==> src/design/scf_pkg.sv <==
// shared types, constants and helpers for segment_cross_fraction
// no dependencies; imported by every rtl file of the block
`timescale 1ns / 1ps
`default_nettype none

package scf_pkg;

   localparam int CoordW   = 16;
   localparam int DiffW    = CoordW + 1;
   localparam int WordW    = 32;
   localparam int FracBits = 16;
   localparam int SatShift = 14;
   // quotient magnitude stays below 2^30 when the divide does not saturate
   localparam int QuoBits  = WordW - FracBits + SatShift;
   localparam int RemW     = WordW + 1;

   localparam logic [WordW-1:0] FRACTION_MISS = '1;
   localparam logic [WordW-1:0] FRACTION_MAX  = {1'b0, {(WordW-1){1'b1}}};
   localparam logic [WordW-1:0] FRACTION_MIN  = {1'b1, {(WordW-1){1'b0}}};

   localparam int CsrIndexW = 8;

   typedef enum logic [CsrIndexW-1:0] {
      REG_RAY_START_X = 8'd0,
      REG_RAY_START_Y = 8'd1,
      REG_RAY_END_X   = 8'd2,
      REG_RAY_END_Y   = 8'd3
   } csr_reg_type;

   typedef struct packed {
      logic signed [CoordW-1:0] start_x;
      logic signed [CoordW-1:0] start_y;
      logic signed [CoordW-1:0] end_x;
      logic signed [CoordW-1:0] end_y;
   } ray_cfg_type;

   typedef struct packed {
      logic signed [CoordW-1:0] second_y;
      logic signed [CoordW-1:0] second_x;
      logic signed [CoordW-1:0] first_y;
      logic signed [CoordW-1:0] first_x;
   } seg_type;

   // one item travelling down the divider cells
   typedef struct packed {
      logic             valid;
      logic             hit;
      logic             sat;
      logic             neg;
      logic [RemW-1:0]  rem;
      logic [WordW-1:0] den;
      logic [QuoBits-1:0] bits;   // dividend bits out the top, quotient bits in the bottom
   } div_lane_type;

   function automatic logic signed [DiffW-1:0] sub_ext(
      input logic signed [CoordW-1:0] x,
      input logic signed [CoordW-1:0] y
   );
      return {x[CoordW-1], x} - {y[CoordW-1], y};
   endfunction

   // product kept modulo 2^32
   function automatic logic [WordW-1:0] mul_wrap(
      input logic signed [DiffW-1:0] x,
      input logic signed [DiffW-1:0] y
   );
      logic signed [2*DiffW-1:0] p;
      p = x * y;
      return p[WordW-1:0];
   endfunction

endpackage

`default_nettype wire

==> src/design/scf_div_cell.sv <==
// one restoring-divide cell: one quotient bit per item, handed to the next cell
// depends on scf_pkg
`timescale 1ns / 1ps
`default_nettype none

module scf_div_cell
   import scf_pkg::*;
(
   input  wire logic          clock,
   input  wire logic          reset,
   input  wire logic          advance,
   input  wire div_lane_type  prev_lane,
   output div_lane_type      next_lane
);

   div_lane_type    lane_ff, lane_in;
   logic [RemW-1:0] rem_sh;
   logic            take;

   always_comb begin
      rem_sh  = {prev_lane.rem[RemW-2:0], prev_lane.bits[QuoBits-1]};
      take    = rem_sh >= {1'b0, prev_lane.den};
      lane_in = prev_lane;
      lane_in.rem  = take ? (rem_sh - {1'b0, prev_lane.den}) : rem_sh;
      lane_in.bits = {prev_lane.bits[QuoBits-2:0], take};
   end

   always_ff @(posedge clock) begin
      if (reset) begin
         lane_ff.valid <= 1'b0;
      end else if (advance) begin
         lane_ff <= lane_in;
      end
   end

   assign next_lane = lane_ff;

endmodule

`default_nettype wire

==> config.mk <==
export PLATFORM = sky130hd
export DESIGN_NAME = scf_div_cell
export DESIGN_NICKNAME = d
export VERILOG_FILES = /design/src/design/scf_pkg.sv /design/src/design/scf_div_cell.sv
export SDC_FILE = /design/constraint.sdc
export NUM_CORES = 1
export LEC_CHECK = 0
export ABC_CLOCK_PERIOD_IN_PS = 8400
export BUFFER_PORTS_ARGS = -buffer_cell sky130_fd_sc_hd__buf_4
export CORE_MARGIN = 3
export CORE_UTILIZATION = 51
export CTS_BUF_LIST = sky130_fd_sc_hd__clkbuf_4 sky130_fd_sc_hd__clkbuf_8
export CTS_CLUSTER_SIZE = 16
export DETAILED_ROUTE_END_ITERATION = 7
export PLACE_DENSITY = 0.93
export SKIP_CTS_REPAIR_TIMING = 1
export SYNTH_ARGS = -nofsm -noshare
export SYNTH_HDL_FRONTEND = slang
export SYNTH_SLANG_ARGS = --single-unit
==> constraint.sdc <==
create_clock -name clock -period 8.4 [get_ports clock]
set_clock_uncertainty 0.05 [all_clocks]
set_input_delay 1.26 -clock clock [delete_from_list [all_inputs] [get_ports clock]]
set_output_delay 1.26 -clock clock [all_outputs]
set_load 0.005 [all_outputs]
* Word level (Yosys, flattened, before mapping)
Cells that the tools add are included.
Word-level totals: register bits 99, logic and storage cells 12
Operators by class: add/subtract/negate cells 1, magnitude comparators 1, mux-type cells 1, bitwise operators 1, reductions and logical operators 1
Operator list (count):
- $ge A33 B32 Y1 | 1
- $mux W33 | 1
- $sub A33 B32 Y33 | 1
- $reduce_and A2 Y1 | 1
- $not A1 Y1 | 1

* Depth between registers and ports, before layout
Gate-level depths: netlist of run 1.
word-level depth 2, mapped depth 13, mapped depth without buffers 11

* Worst setup path before layout of run 1
No wires, ideal clock.
path type in2reg, start input port reset, end register lane_ff (netlist bit next_lane[0]), enable pin, library setup time 0.569 ns, arrival 5.620 ns, data required time 7.781 ns, setup slack 2.162 ns, stages 1, buffers on the path 0, cell sequence nor2b_1
Between the ends: cells in the longest elaborated chain, start to end 2
RTL lines:
- from (decl) | RTL line scf_div_cell.sv:10 | input wire logic reset,
- $not A1 Y1 (no line)
- $reduce_and A2 Y1 (no line)
- to (signal assigned) | RTL line scf_div_cell.sv:32 | lane_ff <= lane_in;
- to (decl) | RTL line scf_div_cell.sv:16 | div_lane_type lane_ff, lane_in;
No other way between the ends. A chain may end at the register's enable or synchronous reset.

==> run summary, run 1 <==
fillcell total -> 653
slowest stage cell on the critical path -> a2111oi_4
Period Utilization, post-route -> 55.3%
via/cell ratio -> 5.65
net switching fraction of the power -> 28.2%
Die Y -> 109 um
Multi-input gate area -> 2220 um2
minimum clock period -> 4.65 ns
vias in the first global route -> 4338
Yosys cell types -> 56
total global routing overflow -> 0
Synth top cells by count -> edfxtp_1, inv_1, a21oi_1
DIE WIDTH -> 109 um
max_slew headroom -> 35.6%
CP max FO -> 28
CP Class -> in2reg
worst slew pin tran -> 0.967 ns
f_max -> 0.215 GHz
critical path arrival -> 4.74 ns
max reg flops -> 99
Syn Nets -> 580
RSZ-0062 raised after global routing -> no
Synth area leaders -> edfxtp_1, ha_1, a21oi_1, xnor2_1, inv_1
combinational share of power -> 25.6%
hold path cells -> 2
Final ANT Viol Nets -> 0
Via Count -> 4432
CTS tree -> yes
Initial Utilization -> 53.9%
internal power -> 901 uW
clock power share -> 26.1%
worst min-delay path class -> reg2reg
first-pass GRT wire length -> 22900 um
Worst Path Buf+Inv -> 3
Pwr per Cell Area -> 174 nW/um2
CP max stage delay -> 0.64 ns
Max clock buf depth -> 2
Seq pwr share -> 48.3%
Seq/Total Area, Yosys -> 54.8%
WL/cell -> 19.7 um
run status -> finished clean
Slew Viols, Final -> 0
clock-pin slew on the worst setup and hold paths -> 0.10 ns
initial antenna violation count -> 0
GP Congestion -> 0.871
die area -> 11900 um2
Core ar. -> 10000 um2
met2 WL post-DR -> 7850 um
Synth warnings -> 0
area leader, netlist -> edfxtp_1
worst-path cell chain -> buf_4 -> inv_1 -> ha_1 -> nor2b_1 -> o2111ai_1 -> a211oi_2 -> nor3_1 -> or4b_4 -> a2111oi_4 -> nor2_4 -> inv_6 -> mux2_2
wl on met1 -> 5810 um
Max Used Layer -> met4
Clk Latency, worst-skew pair -> 0.38 ns
CTS Buf Count -> 9
Crit. End Element -> register
FF+latch area -> 2960 um2
endpoints failing setup -> 0
DR iter-0 viols -> 300
Lkg Pwr -> 3.18 nW
H-tree levels -> 3
asr flop ratio synth -> 0%
sw power -> 354 uW
Tot Pwr -> 1.25 mW
max-cap viol count -> 0
antenna cells -> 0
Post-Syn Instances -> 445
WP data required -> 8.49 ns
metal3 WL -> 1290 um
Final TNS setup -> 0 ns
Routed WL -> 15500 um
clk root buf -> clkbuf_8
Total Routing Usage GR -> 25.8%
Post-Syn Area -> 5410 um2
Placement Rows -> 36
Worst path depth -> 12
Pre-Repair DR Iteration Count -> 6
Worst setup SP type -> input port
most numerous cell in the Yosys netlist -> edfxtp_1
crit-path leading delay family -> compound AO/OA/AOI/OAI gates
Detailed Place HPWL -> 11600 um
Seq cells post-synth -> 99
largest net degree at the start of global routing -> 76
Final Hold Viols -> 0
ratio of cells with drive above 1 in the final layout -> 37.2%
Post-Syn Area per Cell -> 12.2 um2
post-synth top area share -> 54.4%
detailed-route DRC error count -> 0
Max IR drop VDD -> 0.0879 mV
Final Net Count -> 781
port bufs -> 199
EDFF count, synth -> 98
clock sink count -> 99
P&R area growth vs syn -> 33.4%
R2R depth -> 2
Main synth FF type -> edfxtp_1
# IOs -> 201
[power groups by stage]
stage               Combinational [mW]  Clock [mW]  Sequential [mW]
finish                           0.321       0.327            0.606
global route                     0.350       0.348            0.610
CTS                              0.320       0.328            0.607
detailed placement               0.314           0            0.617
global placement                 0.306           0            0.615
floorplan                        0.173           0            0.624
[cells by family (layout without fill, tap and decap cells)]
logic type / after synthesis / in the layout / synth area share [%]
DFF: 99 / 99 / 54.8
AOI/OAI and AO/OA: 118 / 118 / 14.7
buffers and inverters: 52 / 258 / 4.44
and+or+nand+nor: 98 / 98 / 9.39
xor gates and xnor gates: 24 / 24 / 3.88
adders and majority gates: 33 / 33 / 7.77
muxes: 21 / 21 / 5.04
[metrics by stage]
step | util, % | setup slack, ns | instance area (um2) | hold slack [ns] | instances
after global placement | 69.8 | 3.52 | 7010 | 0.448 | 768
after CTS | 71.8 | 3.82 | 7220 | 0.556 | 784
after detailed placement | 69.8 | 3.46 | 7010 | 0.542 | 768
after global routing | 71.8 | 3.65 | 7220 | 0.582 | 784
after floorplan | - | 2.16 | 5410 | 0.435 | 445
final | 71.8 | 3.75 | 7220 | 0.535 | 784
[worst paths after layout]
check | start | end | slack, ns
worst min-delay path | next_lane[98] | next_lane[98] | 0.54
worst max-delay path | prev_lane[31] | next_lane[69] | 3.75
worst min register to register | next_lane[98] | next_lane[98] | 0.54
worst max register to register | next_lane[98] | next_lane[98] | 7.70
[layout make-up]
class / count / share of cell area [%]
sequential: 99 / 41.1
multi-input combinational: 294 / 30.7
timing repair buffer: 200 / 20.8
tap: 133 / 2.31
inverter: 42 / 2.25
clock buffer: 9 / 1.72
clock inverter: 7 / 1.16
[worst register-to-register path: stages (launching register included)]
cell and delay (ns):
dfxtp_1 0.33, mux2i_1 0.15, nor2_1 0.07
[cells in the final DEF (no fill, tap or decap), types with 5 or more instances in the layout]
master / Yosys / final
nand3_1: 13 / 13
a31oi_1: 6 / 6
a21oi_1: 39 / 39
nor2_1: 22 / 22
nor2b_1: 6 / 5
mux2_2: 8 / 8
nor3_1: 15 / 15
o31ai_1: 6 / 6
o21ai_0: 12 / 12
edfxtp_1: 98 / 98
o21a_1: 8 / 8
nand2_1: 20 / 20
ha_1: 32 / 32
a21o_1: 16 / 16
mux2_4: 10 / 10
xnor2_1: 18 / 18
clkbuf_8: 0 / 9
nand4_1: 5 / 5
inv_1: 41 / 41
buf_4: 0 / 200
xor2_1: 6 / 6
[routing by layer]
metal	up-vias	GRT usage, %
met5	-	0
met4	0	11.0
met3	36	5.62
met2	218	44.4
met1	2091	31.2
li1	2087	-
(Power assumes the default switching activity.)
==> run 2, diff against run 1 <==
--- a/config.mk
+++ b/config.mk
@@ -5,7 +5,7 @@
 export SDC_FILE = /design/constraint.sdc
 export NUM_CORES = 1
 export LEC_CHECK = 0
-export ABC_CLOCK_PERIOD_IN_PS = 8400
+export ABC_CLOCK_PERIOD_IN_PS = 4500
 export BUFFER_PORTS_ARGS = -buffer_cell sky130_fd_sc_hd__buf_4
 export CORE_MARGIN = 3
 export CORE_UTILIZATION = 51
==> constraint.sdc (replaced) <==
create_clock -name clock -period 4.5 [get_ports clock]
set_clock_uncertainty 0.05 [all_clocks]
set_input_delay 0.675 -clock clock [delete_from_list [all_inputs] [get_ports clock]]
set_output_delay 0.675 -clock clock [all_outputs]
set_load 0.005 [all_outputs]
==> run 2 against run 1 <==
  * Sequential share of layout area shrank 0.37 points
  * Design area grew 0.90%
  * Global-route usage shrank 0.73 points
  * Clock power grew 120%
  * Critical path type unchanged
  * Critical endpoint is now next_lane[65]
  * Highest routed layer unchanged
==> run summary, run 2 (same netlist as run 1, synthesis figures left out) <==
Hold Startpoint -> prev_lane[0]
port bufs -> 199 (unchanged)
GP Congestion -> 0.846 (-2.9%)
minimum clock period -> 3.83 ns
most common cell after layout, fill and taps aside -> buf_4
clock sink count -> 99 (unchanged)
Slew Viols, Final -> 0 (unchanged)
Final ANT Viol Nets -> 0 (unchanged)
Max IR drop VDD -> 0.170 mV (+94%)
Placed Cells -> 771 (+0.39%)
Pwr per Cell Area -> 336 nW/um2 (+93%)
P&R area growth vs syn -> 34.6%
Via Count -> 4479 (+1.1%)
max-cap viol count -> 0 (unchanged)
Final Net Count -> 784 (+0.38%)
fillcell total -> 661 (+1.2%)
via/cell ratio -> 5.68 (+0.55%)
FF+latch area -> 2960 um2 (unchanged)
Period Utilization, post-route -> 85.0%
Post-Place Setup Slack -> 0.354 ns (-3.10 ns)
critical path arrival -> 3.91 ns (-0.83 ns)
H-tree levels -> 3 (unchanged)
Placement Rows -> 36 (unchanged)
Core ar. -> 10000 um2 (unchanged)
run status -> finished clean
largest net degree at the start of global routing -> 57 (-25%)
max reg flops -> 99 (unchanged)
total global routing overflow -> 0 (unchanged)
worst min-delay path class -> in2reg
most frequent cells in the layout -> buf_4, edfxtp_1, inv_1
vias in the first global route -> 4414 (+1.8%)
final setup margin -> 0.674 ns (-3.08 ns)
Total Routing Usage GR -> 25.1% (-0.73 points)
clk root buf -> clkbuf_8
Crit. End Element -> register
worst slew pin tran -> 0.734 ns (-0.232 ns)
Final Hold Viols -> 0 (unchanged)
Worst R2R Start -> next_lane[98]
CP max FO -> 28 (unchanged)
DR iter-0 viols -> 350 (+17%)
CTS tree -> yes
ratio of cells with drive above 1 in the final layout -> 37.3% (+0.14 points)
WP data required -> 4.58 ns (-3.91 ns)
WL/cell -> 19.6 um (-0.63%)
clock-pin slew on the worst setup and hold paths -> 0.10 ns (about the same)
Worst setup SP type -> input port
die area -> 11900 um2 (unchanged)
Detailed Place HPWL -> 11900 um (+2.8%)
Die Y -> 109 um (unchanged)
Lkg Pwr -> 3.21 nW (+0.93%)
RSZ-0062 raised after global routing -> no
# IOs -> 201 (unchanged)
max_slew headroom -> 50.7% (+15 points)
Initial Utilization -> 53.9% (unchanged)
Tot Pwr -> 2.45 mW (+95%)
CP Class -> in2reg
Routed WL -> 15400 um (-0.12%)
first-pass GRT wire length -> 22500 um (-1.8%)
Pre-Repair DR Iteration Count -> 5 (-1)
Max clock buf depth -> 2 (unchanged)
crit path launch -> prev_lane[38]
f_max -> 0.261 GHz
detailed-route DRC error count -> 0 (unchanged)
Clk Latency, worst-skew pair -> 0.38 ns (about the same)
DIE WIDTH -> 109 um (unchanged)
Multi-input gate area -> 2220 um2 (unchanged)
Final TNS setup -> 0 ns (unchanged)
Layout Cells excl Fill -> 788 (+0.51%)
endpoints failing setup -> 0 (unchanged)
initial antenna violation count -> 1 (+1)
CTS Buf Count -> 9 (unchanged)
==> run 2: changes by cell type in the layout (fill, tap and decap cells not counted) <==
cell	delta
buf_4	+3
bufinv_16	+2
clkinvlp_4	+1
clkinv_4	-3
clkinv_2	-1
clkinv_1	+1
diode_2	+1
==> run 2: path summary, 6_finish.rpt <==
check	to	slack, ns	cells past startpoint
worst max-delay path	next_lane[65]	0.67	12
worst min-delay path	next_lane[1]	0.41	1
worst max register to register	next_lane[98]	3.81	2
worst min register to register	next_lane[98]	0.53	2
==> run 2: area by class of cell <==
class | count | area share (%)
inverters | 42 | 2.23
repair buffers | 203 | 20.9
multi-input cells | 294 | 30.4
diodes | 1 | 0.0344
clock buffers | 9 | 1.70
flip-flops and latches | 99 | 40.7
clock inverters | 7 | 1.70
well taps | 133 | 2.29
==> run 2: power by group <==
group	switching, mW	internal (mW)	total [mW]
sequential	0.0227	1.11	1.13
clock	0.340	0.375	0.715
combinational	0.296	0.306	0.602
total	0.658	1.79	2.45
==> run 2: layer usage <==
metal	track usage, %	share of wire (%)	wire, um	vias up
met1	30.1	39	5970	2114
met4	11.5	3.2	492	0
met2	43.5	50	7790	230
met3	4.74	7.7	1180	33
li1	-	-	-	2102
met5	0	0	0	-
==> run 2: critical path, cell delays in order <==
cell and delay (ns):
buf_4 0.09, inv_1 0.04, ha_1 0.41, nand2_1 0.12, o21ai_0 0.33, nor2b_1 0.30, nor3_1 0.14, or4b_4 0.54
a2111oi_4 0.40, nor2_4 0.15, inv_6 0.30, mux2_2 0.40
==> run 2: through the flow <==
step	util, %	cell area [um2]	hold slack, ns
5_1_grt	72.5	7280	0.400
2_1_floorplan	-	5410	0.435
4_1_cts	72.5	7280	0.406
3_5_place_dp	70.0	7030	0.513
3_3_place_gp	70.0	7030	0.430
6_report	72.5	7280	0.410
==> run 3, diff against run 2 <==
--- a/config.mk
+++ b/config.mk
@@ -7,11 +7,13 @@
 export LEC_CHECK = 0
 export ABC_CLOCK_PERIOD_IN_PS = 4500
 export BUFFER_PORTS_ARGS = -buffer_cell sky130_fd_sc_hd__buf_4
+export CORE_ASPECT_RATIO = 0.7
 export CORE_MARGIN = 3
 export CORE_UTILIZATION = 51
 export CTS_BUF_LIST = sky130_fd_sc_hd__clkbuf_4 sky130_fd_sc_hd__clkbuf_8
 export CTS_CLUSTER_SIZE = 16
 export DETAILED_ROUTE_END_ITERATION = 7
+export GPL_TIMING_DRIVEN = 1
 export PLACE_DENSITY = 0.93
 export SKIP_CTS_REPAIR_TIMING = 1
 export SYNTH_ARGS = -nofsm -noshare
==> run 3 against run 2 <==
  * Sequential share of layout area grew 0.22 points
  * Design area shrank 0.55%
  * Maximum frequency up 3.1%
  * Largest cell class unchanged
  * First-iteration DRC count grew 4.9%
  * Clock-buffer cell count did not move
  * Clock power fell by 15%
  * Non-clock buffer count unchanged
==> run summary, run 3 (same netlist as run 1, synthesis figures left out) <==
run status -> finished clean
Lkg Pwr -> 3.20 nW (-0.57%)
largest net degree at the start of global routing -> 61 (+7.0%)
antenna cells -> 0 (-1)
reg-to-reg slack, setup -> 3.86 ns (+0.05 ns)
Total Routing Usage GR -> 25.8% (+0.75 points)
Routed WL -> 15400 um (-0.30%)
GP Congestion -> 0.873 (+3.2%)
first-pass GRT wire length -> 23800 um (+5.9%)
Clk Latency, worst-skew pair -> 0.37 ns (about the same)
Layout Cells excl Fill -> 782 (-0.76%)
minimum clock period -> 3.71 ns (-0.113 ns)
Pre-Repair DR Iteration Count -> 5 (unchanged)
clock sink count -> 99 (unchanged)
vias in the first global route -> 4549 (+3.1%)
total global routing overflow -> 0 (unchanged)
DR iter-0 viols -> 367 (+4.9%)
P&R area growth vs syn -> 33.8%
Worst setup SP type -> input port
CTS Buf Count -> 9 (unchanged)
via/cell ratio -> 5.80 (+2.0%)
worst slew pin tran -> 0.777 ns (+0.0429 ns)
detailed-route DRC error count -> 0 (unchanged)
Final Core Density -> 72.3% (-0.24 points)
max-cap viol count -> 0 (unchanged)
combinational share of power -> 25.5% (+0.9 points)
worst min-delay path class -> in2reg
Max clock buf depth -> 2 (unchanged)
H-tree levels -> 3 (unchanged)
# IOs -> 201 (unchanged)
Slew Viols, Final -> 0 (unchanged)
Initial Utilization -> 54.0% (+0.12 points)
Final Cell Area -> 7240 um2 (-0.55%)
ratio of cells with drive above 1 in the final layout -> 37.5% (+0.15 points)
clk root buf -> clkbuf_8
internal power -> 1.69 mW (-5.8%)
Final ANT Viol Nets -> 0 (unchanged)
sw power -> 658 uW (-0.10%)
endpoints failing setup -> 0 (unchanged)
Die Y -> 92.2 um (-15%)
Period Utilization, post-route -> 82.5% (-2.5 points)
most common cell after layout, fill and taps aside -> buf_4
critical path arrival -> 3.80 ns (-0.11 ns)
port bufs -> 199 (unchanged)
Detailed Place HPWL -> 11800 um (-0.34%)
RSZ-0062 raised after global routing -> no
Post-Place Setup Slack -> 0.468 ns (+0.114 ns)
DIE WIDTH -> 129 um (+18%)
net switching fraction of the power -> 28.1% (+1.2 points)
WP data required -> 4.58 ns (about the same)
Seq pwr share -> 48.4% (+2.2 points)
Pwr per Cell Area -> 324 nW/um2 (-3.7%)
clock power share -> 26.1% (-3.1 points)
CP Class -> in2reg
Max IR drop VDD -> 0.185 mV (+8.4%)
Final TNS setup -> 0 ns (unchanged)
die area -> 11900 um2 (+0.17%)
CTS tree -> yes
Crit. End Element -> register
clock-pin slew on the worst setup and hold paths -> 0.10 ns (about the same)
WL/cell -> 19.7 um (+0.46%)
initial antenna violation count -> 0 (-1)
Placed Cells -> 766 (-0.65%)
most frequent cells in the layout -> buf_4, edfxtp_1, inv_1
placed cell areas -> 7030 um2 (about the same)
f_max -> 0.269 GHz (+3.1%)
Final Hold Viols -> 0 (unchanged)
Via Count -> 4533 (+1.2%)
CP max FO -> 28 (unchanged)
Core ar. -> 10000 um2 (-0.22%)
max reg flops -> 99 (unchanged)
final setup margin -> 0.788 ns (+0.113 ns)
Placement Rows -> 30 (-17%)
max_slew headroom -> 47.8% (-2.9 points)
Final Net Count -> 784 (unchanged)
-- run 3: cell types whose count changed in the layout (fill, tap and decap cells not counted), sizes merged --
cell | before | now
clkinvlp | 1 | 2
bufinv | 3 | 1
diode | 1 | 0
inv | 44 | 45
-- run 3: path summary, 6_finish.rpt --
path	startpoint	end	cells after the start
worst min register to register	next_lane[98]	next_lane[98]	2
worst max-delay path	prev_lane[67]	next_lane[68]	11
worst min-delay path	prev_lane[20]	next_lane[21]	1
worst max register to register	next_lane[98]	next_lane[98]	2
-- run 3: cell type report --
| cell class | instances | area [um2] |
|---|---|---|
| flip-flops and latches | 99 | 2960 |
| fillers | 690 | 2780 |
| multi-input cells | 294 | 2220 |
| repair buffers | 203 | 1520 |
| inverters | 42 | 163 |
| well taps | 128 | 160 |
| clock buffers | 9 | 124 |
| clock inverters | 7 | 92.6 |
-- run 3: metrics by stage --
stage / total power, mW / hold slack (ns)
final: 2.34 / 0.419
after CTS: 2.35 / 0.405
after global placement: 1.72 / 0.430
after floorplan: 1.48 / 0.435
after detailed placement: 1.74 / 0.456
after global routing: 2.45 / 0.397
-- run 3: power by group through the flow --
stage / logic [mW] / clock network, mW / registers [mW]
floorplan: 0.322 / 0 / 1.16
global placement: 0.568 / 0 / 1.15
detailed placement: 0.588 / 0 / 1.16
CTS: 0.595 / 0.621 / 1.14
global route: 0.650 / 0.658 / 1.14
finish: 0.598 / 0.611 / 1.14
-- run 3: critical path: stages --
cell and delay, ns:
buf_4 0.12, ha_1 0.40, a21oi_1 0.13, o21ai_0 0.24
nor2b_1 0.29, nor3_1 0.14, or4b_4 0.54, a2111oi_4 0.40
nor2_4 0.15, inv_6 0.30, mux2_2 0.38
-- run 3: metal layers --
layer / part of all wire, % / GRT usage (%) / vias up
li1: - / - / 2085
met1: 40 / 32.4 / 2175
met2: 49 / 43.4 / 236
met3: 7.7 / 6.34 / 37
met4: 3.0 / 9.27 / 0
met5: 0 / 0 / -
